**src/design/cht_pkg.sv**
```systemverilog
// Shared types and constants for the chained hash table.
package cht_pkg;

  // Field widths fixed by the port list
  localparam int CMD_W    = 2;
  localparam int KEY_W    = 31;
  localparam int STATUS_W = 2;
  localparam int BUCKET_W = 4;
  localparam int TOTAL_W  = 7;

  // Remainder is built one byte of the zero-padded key per step
  localparam int DIGIT_W   = 8;
  localparam int KEY_PAD_W = 32;
  localparam int MOD_STEPS = KEY_PAD_W / DIGIT_W;
  localparam int MOD_CNT_W = $clog2(MOD_STEPS);

  // Operation codes
  localparam logic [CMD_W-1:0] CMD_INSERT = 2'd0;
  localparam logic [CMD_W-1:0] CMD_DELETE = 2'd1;
  localparam logic [CMD_W-1:0] CMD_SEARCH = 2'd2;

  // Result status codes
  localparam logic [STATUS_W-1:0] ST_OK   = 2'd0;
  localparam logic [STATUS_W-1:0] ST_MISS = 2'd1;
  localparam logic [STATUS_W-1:0] ST_FULL = 2'd2;

  // Commands from the controller to the datapath
  typedef struct packed {
    logic                load;
    logic                mod_step;
    logic                idx_clr;
    logic                idx_inc;
    logic                fill_load;
    logic                ins_wr;
    logic                shift_wr;
    logic                del_fin;
    logic                done;
    logic [STATUS_W-1:0] status;
  } ctl_t;

  // Status from the datapath to the controller
  typedef struct packed {
    logic is_insert;
    logic is_delete;
    logic fill_full;
    logic scan_end;
    logic hit;
  } sts_t;

endpackage

```
**src/design/cht_ctrl.sv**
```systemverilog
// Sequencer for the chained hash table: remainder steps, bucket scan and compaction.
module cht_ctrl
  import cht_pkg::*;
(
  input  logic clk,
  input  logic rst_n,
  input  logic start,
  output logic busy,
  input  sts_t sts,
  output ctl_t ctl
);

  localparam logic [2:0] S_IDLE  = 3'd0;
  localparam logic [2:0] S_MOD   = 3'd1;
  localparam logic [2:0] S_FRD   = 3'd2;
  localparam logic [2:0] S_FILL  = 3'd3;
  localparam logic [2:0] S_SCAN  = 3'd4;
  localparam logic [2:0] S_SHIFT = 3'd5;

  logic [2:0]           state_r, state_nxt;
  logic [MOD_CNT_W-1:0] cnt_r, cnt_nxt;

  // State and step counter
  always_ff @(posedge clk) begin
    if (!rst_n) begin
      state_r <= S_IDLE;
      cnt_r   <= '0;
    end else begin
      state_r <= state_nxt;
      cnt_r   <= cnt_nxt;
    end
  end

  assign busy = (state_r != S_IDLE);

  // Next state and datapath commands
  always_comb begin
    state_nxt = state_r;
    cnt_nxt   = cnt_r;
    ctl       = '0;
    ctl.status = ST_OK;
    case (state_r)
      S_IDLE: begin
        if (start) begin
          ctl.load  = 1'b1;
          cnt_nxt   = '0;
          state_nxt = S_MOD;
        end
      end
      S_MOD: begin
        ctl.mod_step = 1'b1;
        cnt_nxt      = cnt_r + 1'b1;
        if (cnt_r == MOD_CNT_W'(MOD_STEPS - 1)) begin
          state_nxt = S_FRD;
        end
      end
      S_FRD: begin
        // point the slot read at the head of the bucket
        ctl.idx_clr = 1'b1;
        state_nxt   = S_FILL;
      end
      S_FILL: begin
        ctl.fill_load = 1'b1;
        if (sts.is_insert) begin
          ctl.done  = 1'b1;
          state_nxt = S_IDLE;
          if (sts.fill_full) begin
            ctl.status = ST_FULL;
          end else begin
            ctl.ins_wr = 1'b1;
          end
        end else begin
          state_nxt = S_SCAN;
        end
      end
      S_SCAN: begin
        if (sts.scan_end) begin
          ctl.done   = 1'b1;
          ctl.status = ST_MISS;
          state_nxt  = S_IDLE;
        end else if (sts.hit) begin
          if (sts.is_delete) begin
            ctl.idx_inc = 1'b1;
            state_nxt   = S_SHIFT;
          end else begin
            ctl.done  = 1'b1;
            state_nxt = S_IDLE;
          end
        end else begin
          ctl.idx_inc = 1'b1;
        end
      end
      S_SHIFT: begin
        // move later keys down one slot until the end of the bucket
        if (sts.scan_end) begin
          ctl.del_fin = 1'b1;
          ctl.done    = 1'b1;
          state_nxt   = S_IDLE;
        end else begin
          ctl.shift_wr = 1'b1;
          ctl.idx_inc  = 1'b1;
        end
      end
      default: begin
        state_nxt = S_IDLE;
      end
    endcase
  end

endmodule

```
**src/design/cht_dpath.sv**
```systemverilog
// Datapath for the chained hash table: remainder unit, slot and fill memories, counters.
module cht_dpath
  import cht_pkg::*;
#(
  parameter int BUCKETS      = 11,
  parameter int BUCKET_DEPTH = 8
) (
  input  logic                clk,
  input  logic                rst_n,
  input  logic [CMD_W-1:0]    in_cmd,
  input  logic [KEY_W-1:0]    in_key,
  input  ctl_t                ctl,
  output sts_t                sts,
  output logic                out_valid,
  output logic [STATUS_W-1:0] out_status,
  output logic [BUCKET_W-1:0] out_bucket,
  output logic [TOTAL_W-1:0]  out_total
);

  localparam int NSLOT = BUCKETS * BUCKET_DEPTH;
  localparam int RW    = $clog2(BUCKETS);
  localparam int VW    = RW + DIGIT_W;
  localparam int FW    = $clog2(BUCKET_DEPTH + 1);
  localparam int AW    = $clog2(NSLOT);
  localparam int TW    = $clog2(NSLOT + 1);

  logic [CMD_W-1:0]   cmd_r;
  logic [KEY_W-1:0]   key_r;
  logic [KEY_PAD_W-1:0] kshift_r;
  logic [RW-1:0]      rem_r;
  logic [FW-1:0]      idx_r, idx_nxt, rd_idx;
  logic [FW-1:0]      fill_q, fill_r;
  logic [TW-1:0]      total_r, total_nxt;
  logic [BUCKETS-1:0] fvalid_r;
  logic [KEY_W-1:0]   slot_q;
  logic [AW-1:0]      base, rd_addr, wr_addr;
  logic [KEY_W-1:0]   wr_data;
  logic               wr_en;
  logic               out_valid_r;
  logic [STATUS_W-1:0] out_status_r;
  logic [RW-1:0]      out_bucket_r;
  logic [TW-1:0]      out_total_r;
  logic [RW+BUCKET_W-1:0] bucket_ext;
  logic [TW+TOTAL_W-1:0]  total_ext;

  logic [KEY_W-1:0] slot_mem [NSLOT];
  logic [FW-1:0]    fill_mem [BUCKETS];

  // One remainder step: fold in a byte, then reduce by shifted bucket counts
  function automatic logic [RW-1:0] mod_step(input logic [RW-1:0] rem,
                                             input logic [DIGIT_W-1:0] digit);
    logic [VW-1:0] v;
    logic [VW-1:0] m;
    v = {rem, digit};
    for (int j = DIGIT_W - 1; j >= 0; j--) begin
      m = VW'(BUCKETS) << j;
      if (v >= m) begin
        v = v - m;
      end
    end
    return v[RW-1:0];
  endfunction

  // Latch the item and run the remainder one byte per step
  always_ff @(posedge clk) begin
    if (ctl.load) begin
      cmd_r    <= in_cmd;
      key_r    <= in_key;
      kshift_r <= {1'b0, in_key};
      rem_r    <= '0;
    end else if (ctl.mod_step) begin
      rem_r    <= mod_step(rem_r, kshift_r[KEY_PAD_W-1 -: DIGIT_W]);
      kshift_r <= {kshift_r[KEY_PAD_W-DIGIT_W-1:0], {DIGIT_W{1'b0}}};
    end
  end

  // Advance the scan index
  always_comb begin
    idx_nxt = idx_r;
    if (ctl.idx_clr) begin
      idx_nxt = '0;
    end else if (ctl.idx_inc) begin
      idx_nxt = idx_r + 1'b1;
    end
  end

  always_ff @(posedge clk) begin
    idx_r <= idx_nxt;
    if (ctl.fill_load) begin
      fill_r <= fill_q;
    end
  end

  // Slot addressing: bucket base plus index, read clamped to the bucket
  assign base    = AW'(rem_r) * AW'(BUCKET_DEPTH);
  assign rd_idx  = (idx_nxt >= FW'(BUCKET_DEPTH)) ? FW'(BUCKET_DEPTH - 1) : idx_nxt;
  assign rd_addr = base + AW'(rd_idx);
  assign wr_en   = ctl.ins_wr | ctl.shift_wr;
  assign wr_addr = ctl.ins_wr ? (base + AW'(fill_q)) : (base + AW'(idx_r) - 1'b1);
  assign wr_data = ctl.ins_wr ? key_r : slot_q;

  // Slot memory
  always_ff @(posedge clk) begin
    if (wr_en) begin
      slot_mem[wr_addr] <= wr_data;
    end
    slot_q <= slot_mem[rd_addr];
  end

  // Fill memory; an unwritten bucket reads as empty
  always_ff @(posedge clk) begin
    if (ctl.ins_wr) begin
      fill_mem[rem_r] <= fill_q + 1'b1;
    end else if (ctl.del_fin) begin
      fill_mem[rem_r] <= fill_r - 1'b1;
    end
    fill_q <= fvalid_r[rem_r] ? fill_mem[rem_r] : '0;
  end

  always_ff @(posedge clk) begin
    if (!rst_n) begin
      fvalid_r <= '0;
    end else if (ctl.ins_wr || ctl.del_fin) begin
      fvalid_r[rem_r] <= 1'b1;
    end
  end

  // Total key count
  always_comb begin
    total_nxt = total_r;
    if (ctl.ins_wr) begin
      total_nxt = total_r + 1'b1;
    end else if (ctl.del_fin) begin
      total_nxt = total_r - 1'b1;
    end
  end

  always_ff @(posedge clk) begin
    if (!rst_n) begin
      total_r     <= '0;
      out_valid_r <= 1'b0;
    end else begin
      total_r     <= total_nxt;
      out_valid_r <= ctl.done;
    end
  end

  // Result registers
  always_ff @(posedge clk) begin
    if (ctl.done) begin
      out_status_r <= ctl.status;
      out_bucket_r <= rem_r;
      out_total_r  <= total_nxt;
    end
  end

  // Status back to the controller
  assign sts.is_insert = (cmd_r == CMD_INSERT);
  assign sts.is_delete = (cmd_r == CMD_DELETE);
  assign sts.fill_full = (fill_q == FW'(BUCKET_DEPTH));
  assign sts.scan_end  = (idx_r == fill_r);
  assign sts.hit       = (slot_q == key_r);

  // Mask results to the port widths
  assign bucket_ext = {{BUCKET_W{1'b0}}, out_bucket_r};
  assign total_ext  = {{TOTAL_W{1'b0}}, out_total_r};
  assign out_valid  = out_valid_r;
  assign out_status = out_status_r;
  assign out_bucket = bucket_ext[BUCKET_W-1:0];
  assign out_total  = total_ext[TOTAL_W-1:0];

endmodule

```
**src/design/chained_hash_table.sv**
```systemverilog
// Chained hash table: each item runs four remainder steps, a bucket-head read and a fill
// load. Search and delete then compare the bucket entries in turn and check the end of the
// bucket on a miss; a delete moves each later key down one slot, then closes the bucket.
// One item at a time; start is taken whenever busy is low.
// Results show for one cycle on out_valid; the receiver cannot stall.
// Synchronous reset empties every bucket at once (no clearing pass) and zeroes the total.
module chained_hash_table
  import cht_pkg::*;
#(
  parameter int BUCKETS      = 11,
  parameter int BUCKET_DEPTH = 8
) (
  input  logic                clk,
  input  logic                rst_n,
  input  logic                start,
  output logic                busy,
  input  logic [CMD_W-1:0]    in_cmd,
  input  logic [KEY_W-1:0]    in_key,
  output logic                out_valid,
  output logic [STATUS_W-1:0] out_status,
  output logic [BUCKET_W-1:0] out_bucket,
  output logic [TOTAL_W-1:0]  out_total
);

  ctl_t ctl;
  sts_t sts;

  // Controller
  cht_ctrl u_ctrl (
    .clk   (clk),
    .rst_n (rst_n),
    .start (start),
    .busy  (busy),
    .sts   (sts),
    .ctl   (ctl)
  );

  // Datapath
  cht_dpath #(
    .BUCKETS      (BUCKETS),
    .BUCKET_DEPTH (BUCKET_DEPTH)
  ) u_dpath (
    .clk        (clk),
    .rst_n      (rst_n),
    .in_cmd     (in_cmd),
    .in_key     (in_key),
    .ctl        (ctl),
    .sts        (sts),
    .out_valid  (out_valid),
    .out_status (out_status),
    .out_bucket (out_bucket),
    .out_total  (out_total)
  );

endmodule
```
**config.mk**
```make
export PLATFORM = sky130hd
export DESIGN_NAME = chained_hash_table
export DESIGN_NICKNAME = d
export VERILOG_FILES = /design/src/design/cht_pkg.sv /design/src/design/cht_ctrl.sv /design/src/design/cht_dpath.sv /design/src/design/chained_hash_table.sv
export SDC_FILE = /design/constraint.sdc
export NUM_CORES = 2
export LEC_CHECK = 0
export BUFFER_PORTS_ARGS = -buffer_cell sky130_fd_sc_hd__buf_2
export CORE_AREA = 2 2 454 456
export CTS_CLUSTER_SIZE = 16
export DETAILED_ROUTE_END_ITERATION = 7
export DIE_AREA = 0 0 456 458
export PLACE_DENSITY = 0.81
export SLEW_MARGIN = 20
export SYNTH_ARGS = -nofsm -noshare
export SYNTH_HDL_FRONTEND = slang
export SYNTH_SLANG_ARGS = --single-unit
export TNS_END_PERCENT = 100
```
**constraint.sdc**
```tcl
create_clock -name clk -period 10.2 [get_ports clk]
set_input_delay 0.51 -clock clk [delete_from_list [all_inputs] [get_ports clk]]
set_output_delay 0.51 -clock clk [all_outputs]
set_load 0.02 [all_outputs]
```
Yosys cells after proc, flatten, opt, wreduce, memory -nomap -nowiden
Memory sizes are Yosys's and may differ from the RTL's. A register that Yosys moved wholly into a read port is not among the register bits.
Cells that the tools add are included.
- $add $sub $neg: 18
- multipliers: 0
- divide/modulo/power cells: 0
- order comparisons: 11
- equal/unequal tests: 14
- shift-type cells: 0
- muxes and demuxes: 75
- bitwise logic cells: 3
- reduce and logical (&&, ||, !) cells: 10
- operators with widths (operator ; count):
    12-bit 2-to-1 mux ; 21
    31-bit 2-to-1 mux ; 3
    31-bit == test ; 1
    3-bit 2-to-1 mux ; 8
    1-bit 2-to-1 mux ; 23
    7-bit by 4-bit adder with 7-bit output ; 3
    7-bit 2-to-1 mux ; 3
    4-bit 2-to-1 mux ; 5
    3-bit one-hot mux with 6 select lines ; 1
    7-bit by 1-bit subtractor with 7-bit output, second input constant ; 2
    12-bit by 10-bit greater-or-equal comparator with 1-bit output, second input constant ; 1
    12-bit by 11-bit greater-or-equal comparator with 1-bit output, second input constant ; 1
    12-bit by 4-bit greater-or-equal comparator with 1-bit output, second input constant ; 1
    12-bit by 5-bit greater-or-equal comparator with 1-bit output, second input constant ; 1
    12-bit by 6-bit greater-or-equal comparator with 1-bit output, second input constant ; 1
    12-bit by 7-bit greater-or-equal comparator with 1-bit output, second input constant ; 1
    12-bit by 8-bit greater-or-equal comparator with 1-bit output, second input constant ; 1
    12-bit by 9-bit greater-or-equal comparator with 1-bit output, second input constant ; 1
    12-bit by 10-bit subtractor with 12-bit output, second input constant ; 1
    12-bit by 11-bit subtractor with 12-bit output, second input constant ; 1
    12-bit by 5-bit subtractor with 12-bit output, second input constant ; 1
    12-bit by 6-bit subtractor with 12-bit output, second input constant ; 1
    12-bit by 7-bit subtractor with 12-bit output, second input constant ; 1
    12-bit by 8-bit subtractor with 12-bit output, second input constant ; 1
    36 further kinds ; 47
- flip-flop bits (word level): 114
- latch bits: 0
- bits in writable memories: 2772
- ROM bits: 0
- input bits: 36
- output and inout port bits: 15
- logic and storage cells: 148
- memories kept: 2
- memories (name ; depth ; bits a word ; read ports ; clocked after Yosys merged registers in ; write ports ; line ; source):
    u_dpath.slot_mem ; 88 ; 31 ; 1 ; 1 ; 1 ; cht_dpath.sv:46 ; logic [KEY_W-1:0] slot_mem [NSLOT];
    u_dpath.fill_mem ; 11 ; 4 ; 1 ; 1 ; 1 ; cht_dpath.sv:47 ; logic [FW-1:0] fill_mem [BUCKETS];

Depth between registers and ports, before layout
- word-level depth: 30
- depth in mapped cells: 49

Hierarchy
Synthesis repeated with hierarchy kept, for this count alone.
- cell total of the unflattened synthesis: 8281
- area, all modules: 117391.3 sq um
- modules (own cells, without submodules) (module ; instances ; cells an instance ; area each (sq um)):
    cht_dpath ; 1 ; 8233 ; 116963.4
    cht_ctrl ; 1 ; 48 ; 427.9

Worst setup path before layout
No wires, ideal clock.
- kind: register to register
- start point: register u_dpath.rem_r[1]
- end point: register u_dpath.rem_r[3]
- setup time: 0.104 ns
- arrival time: 9.686 ns
- data required time: 10.096 ns
- path slack: 0.410 ns
- stages on the path, launching flop included: 48
- buffers on the path: 4
- period minus slack after synthesis: 9.790 ns
- cells stage by stage: dfxtp_1 > buf_2 > buf_2 > buf_1 > inv_1 > ha_1 > a21oi_1 > xnor2_1 > a211oi_2 > a211oi_1 > ha_1 > and3_1 > inv_1 > and4_4 > o21ai_2 > xnor2_1 > ha_1 > or2_1 > [... 12 more ...] > inv_1 > o211a_2 > nor2_2 > or3_1 > and2_1 > ha_1 > inv_1 > or4b_4 > o31ai_4 > nor3_2 > xnor2_1 > ha_1 > nor2_1 > mux2i_1 > a2111oi_4 > a21oi_1 > xnor2_1 > a211oi_1
- cells in the longest elaborated chain, start to end: 30
- elaborated cells between the ends (all ways): 38
- ends and longest elaborated chain (element ; line ; source):
    from (decl) ; cht_dpath.sv:30 ; logic [RW-1:0] rem_r;
    from (signal assigned) ; cht_dpath.sv:72 ; rem_r <= mod_step(rem_r, kshift_r[KEY_PAD_W-1 -: DIGIT_W]);
    12-bit by 11-bit subtractor with 12-bit output or 12-bit by 11-bit greater-or-equal comparator with 1-bit output (tied branches) ; cht_dpath.sv:58, cht_dpath.sv:57 ;
    12-bit 2-to-1 mux (*) ; cht_dpath.sv:57 ; if (v >= m) begin
    12-bit 2-to-1 mux (*) ; cht_dpath.sv:71 ; end else if (ctl.mod_step) begin
    12-bit 2-to-1 mux (*) ; cht_dpath.sv:66 ; if (ctl.load) begin
    12-bit by 10-bit subtractor with 12-bit output or 12-bit by 10-bit greater-or-equal comparator with 1-bit output (tied branches) ; cht_dpath.sv:58, cht_dpath.sv:57 ;
    12-bit 2-to-1 mux (*) ; cht_dpath.sv:57 ;
    12-bit 2-to-1 mux (*) ; cht_dpath.sv:71 ;
    12-bit 2-to-1 mux (*) ; cht_dpath.sv:66 ;
    [... 14 more ...] ; - ;
    12-bit 2-to-1 mux (*) ; cht_dpath.sv:71 ;
    12-bit 2-to-1 mux (*) ; cht_dpath.sv:66 ;
    12-bit by 5-bit subtractor with 12-bit output or 12-bit by 5-bit greater-or-equal comparator with 1-bit output (tied branches) ; cht_dpath.sv:58, cht_dpath.sv:57 ;
    12-bit 2-to-1 mux (*) ; cht_dpath.sv:57 ;
    12-bit 2-to-1 mux (*) ; cht_dpath.sv:71 ;
    12-bit 2-to-1 mux (*) ; cht_dpath.sv:66 ;
    12-bit by 4-bit greater-or-equal comparator with 1-bit output or 4-bit subtractor (tied branches) ; cht_dpath.sv:57, cht_dpath.sv:58 ;
    4-bit 2-to-1 mux (*) ; cht_dpath.sv:57 ;
Every way passes the cells marked *; elsewhere a longest branch is shown, timed or not. The select of a mux whose other input is x is not followed.
A chain may end at the register's enable or synchronous reset.

Final worst setup path
- start point: register u_dpath.rem_r[3]
- end point: register u_dpath.rem_r[3]
Same word-level chain as after synthesis.

==> qor.yml <==
status: "complete, but fails checks"
violations: "DRC"
vias: 76100
port_buffers: 50
grt_pass1_wl_mm: 460
clock_power_share_pct: 29.0
start_util_pct: 56.8
cts_tree: "yes"
fp.dieArea_um2: 209000
antenna_left: 0
layout.nets: 8094
switching_power_mw: 12.1
grt-ovfl-total: 0
track_usage_pct: 29.3
endpoint_kind: "flip-flop"
gp_congestion: 0.853
cts_inserted_buffers: 292
path_max_fanout: 8
ys_ff_latch: 2921
r2r_start: "u_dpath.rem_r[3]$_SDFFE_PP0P_"
setup_viol: 0
power_leakage_nw: 40.9
worst_pin_slew_ns: 1.24
drtIter0Drc: 13600
r2r_end: "u_dpath.rem_r[3]$_SDFFE_PP0P_"
ys_types: 113
grt_max_degree: 185
syn_area_um2: 116000
core_area_um2: 204000
io_pins: 51
crit_required_ns: 11.00
hpwl_mm: 160
drtPass1Iterations: 8
internal_power_mw: 23.8
reg2reg_slack_ns: 0.75
tns_ns: 0
drc_errors: 5
synth_nets: 8164
fmax_ghz: 0.106
rows: 166
slew_headroom_pct: 17.7
layout_common_cells: "edfxtp_1 (2853), nand2_1 (1543), nand3_1 (575), o221ai_1 (560), a21oi_1 (518)"
finalCritPeriodShare_pct: 92.7
worstSkewPairLatency_ns: 0.97
die_h_um: 458
vias_per_cell: 6.97
p_seq_share_pct: 42.2
cts.htree.levels: 5
synth_ff_type: "edfxtp_1"
cp-start-kind: "flip-flop"
ff2ff_path_depth: 45
ys_warn_count: 0
cp.arrival_ns: 10.25
clk_path_buf_depth: 4
power.density_nw_per_um2: 276
synth_edf_count: 2853
p_total_mw: 35.9
clk_pin_slew_worst_paths_ns: 0.06
wire_per_inst_um: 29.2
antenna_found_initial: 14
netlist_instances: 8096
holdPathEnd: "u_dpath.fvalid_r[0]$_SDFFE_PN0P_"
die_w_um: 456
finalHoldViolations: 0
period_needed_ns: 9.45
synth-seq-area-share_pct: 75.2
maxCapViolations: 0
drv_slew: 0
comb_power_share_pct: 28.8
synth_top_cells_by_area: "edfxtp_1 (74%), nand2_1 (5.1%), o221ai_1 (4.2%), nand3_1 (2.5%), a21oi_1 (2.2%)"
vdd_drop_max_uv: 406
min_from: "rst_n"
cp_slowest_cell: "or4b_4"
cts_root_buf: "clkbuf_16"
rsz0062_at_grt: "false"
wl_mm: 319
drive_gt1_share_pct: 10.4
hold_class: "input port to flip-flop"
worstSetupPathType: "flip-flop to flip-flop"
area_delta_synth_final_pct: 12.2
p_sw_share_pct: 33.8
synth.avg_cell_area_um2: 14.3
synthArstFlopShare_pct: 0
n_fill_cell: 12900
hold_path_depth: 2
grt_pass1_vias: 72500
synth_top_cell_by_area: "edfxtp_1"
final_common_cell: "edfxtp_1"
cts_sinks: 2921
synth_top_area_share_pct: 74.0
fin_skew_ns: 0.0895
max_stage_delay_ns: 0.54
path_common_cell: "ha_1"
## cells by family after synthesis
logic type	after synthesis	synth area share, %
mux	85	1.21
xor+xnor	76	0.582
fa+ha+maj	32	0.352
simple gates	2487	9.09
other cells	1	0.00324
buf+inv	648	2.13
flops	2921	75.2
compound gates	1846	11.4
## stage by stage
step	std cells	instance area [um2]	hold WS, ns	setup slack, ns	utilization, %
6_report	10900	130000	0.0650	0.747	63.7
3_5_place_dp	10400	120000	0.454	-0.0825	58.7
4_1_cts	10900	129000	0.0215	0.0229	63.3
3_3_place_gp	10300	119000	0.443	-0.0814	58.5
5_1_grt	10900	130000	0.0600	0.0561	63.7
2_1_floorplan	8096	116000	0.435	0.410	-
## final cells by class
type / count / area [um2] / area share [%]
Clock inverter: 130 / 1230 / 0.947
Clock buffer: 370 / 7820 / 6.02
Antenna cell: 4 / 10.0 / 0.00771
Tap cell: 2688 / 3360 / 2.59
Multi-Input combinational cell: 4527 / 27400 / 21.1
Timing Repair Buffer: 250 / 2890 / 2.22
Sequential cell: 2921 / 87000 / 67.0
Inverter: 34 / 128 / 0.0983
## power groups by stage
stage / logic (mW) / clock network (mW) / registers [mW]
after floorplan: 6.30 / 0 / 15.4
after global placement: 9.65 / 0 / 15.4
after detailed placement: 9.79 / 0 / 15.4
after CTS: 9.86 / 10.4 / 15.2
after global routing: 10.8 / 10.8 / 15.2
final: 10.3 / 10.4 / 15.2
## critical path, delay by kind of cell (launching register included)
family	cells	cell delay, ns
flops	1	0.34
buf+inv	5	0.41
mux	1	0.11
simple gates	13	2.45
xor+xnor	5	0.76
fa+ha+maj	8	1.95
compound gates	13	3.30
## cells in the mapped netlist (all sizes together) (40+ instances only)
cell,instances
a211oi,45
nor3,54
a31oi,192
clkbuf,533
o21ai,72
a21oi,523
mux4,41
a311oi,218
dfxtp,68
buf,81
nand2,1576
o22ai,135
nand3,578
nor2,159
o221ai,561
edfxtp,2853
xor2,40
## routing by layer
metal,GRT usage (%),vias up,wire [um]
met3,6.80,1102,42700
met5,0,-,299
met1,38.2,37200,107000
met2,45.4,6233,148000
met4,17.4,14,21200
li1,-,31600,-
## state kept, by name, indices dropped and copies added, names as in the netlist
signal              flops
u_ctrl.cnt_r            2
u_ctrl.state_r          3
u_dpath.cmd_r           2
u_dpath.fill_mem       44
u_dpath.fill_q          4
u_dpath.fill_r          4
u_dpath.fvalid_r       11
u_dpath.idx_r           4
u_dpath.key_r          31
u_dpath.kshift_r       32
u_dpath.out_bucket      4
u_dpath.out_status      2
u_dpath.out_total       7
u_dpath.out_valid       1
u_dpath.rem_r           4
u_dpath.slot_mem     2728
u_dpath.slot_q         31
u_dpath.total_r         7
## worst max path at each step
stage	start	to	slack, ns	cells past startpoint
4_1_cts	u_dpath.kshift_r[31]$_SDFFE_PP0P_	u_dpath.rem_r[3]$_SDFFE_PP0P_	0.02	42
6_report	u_dpath.rem_r[3]$_SDFFE_PP0P_	u_dpath.rem_r[3]$_SDFFE_PP0P_	0.75	45
3_3_place_gp	u_dpath.rem_r[3]$_SDFFE_PP0P_	u_dpath.rem_r[3]$_SDFFE_PP0P_	-0.08	45
5_1_grt	u_dpath.rem_r[3]$_SDFFE_PP0P_	u_dpath.rem_r[3]$_SDFFE_PP0P_	0.06	45
3_5_place_dp	u_dpath.rem_r[3]$_SDFFE_PP0P_	u_dpath.rem_r[3]$_SDFFE_PP0P_	-0.08	45
2_1_floorplan	u_dpath.rem_r[1]$_SDFFE_PP0P_	u_dpath.rem_r[3]$_SDFFE_PP0P_	0.41	47
## what timing repair did
item	in CTS	in global routing
hold buffers	33	0
buffers inserted	0	1
resized for setup	2	15
setup endpoints to repair	4	4
pin swaps	0	3
endpoints found under the hold margin	61	0
Note: power is estimated with default switching activity, not from simulation.
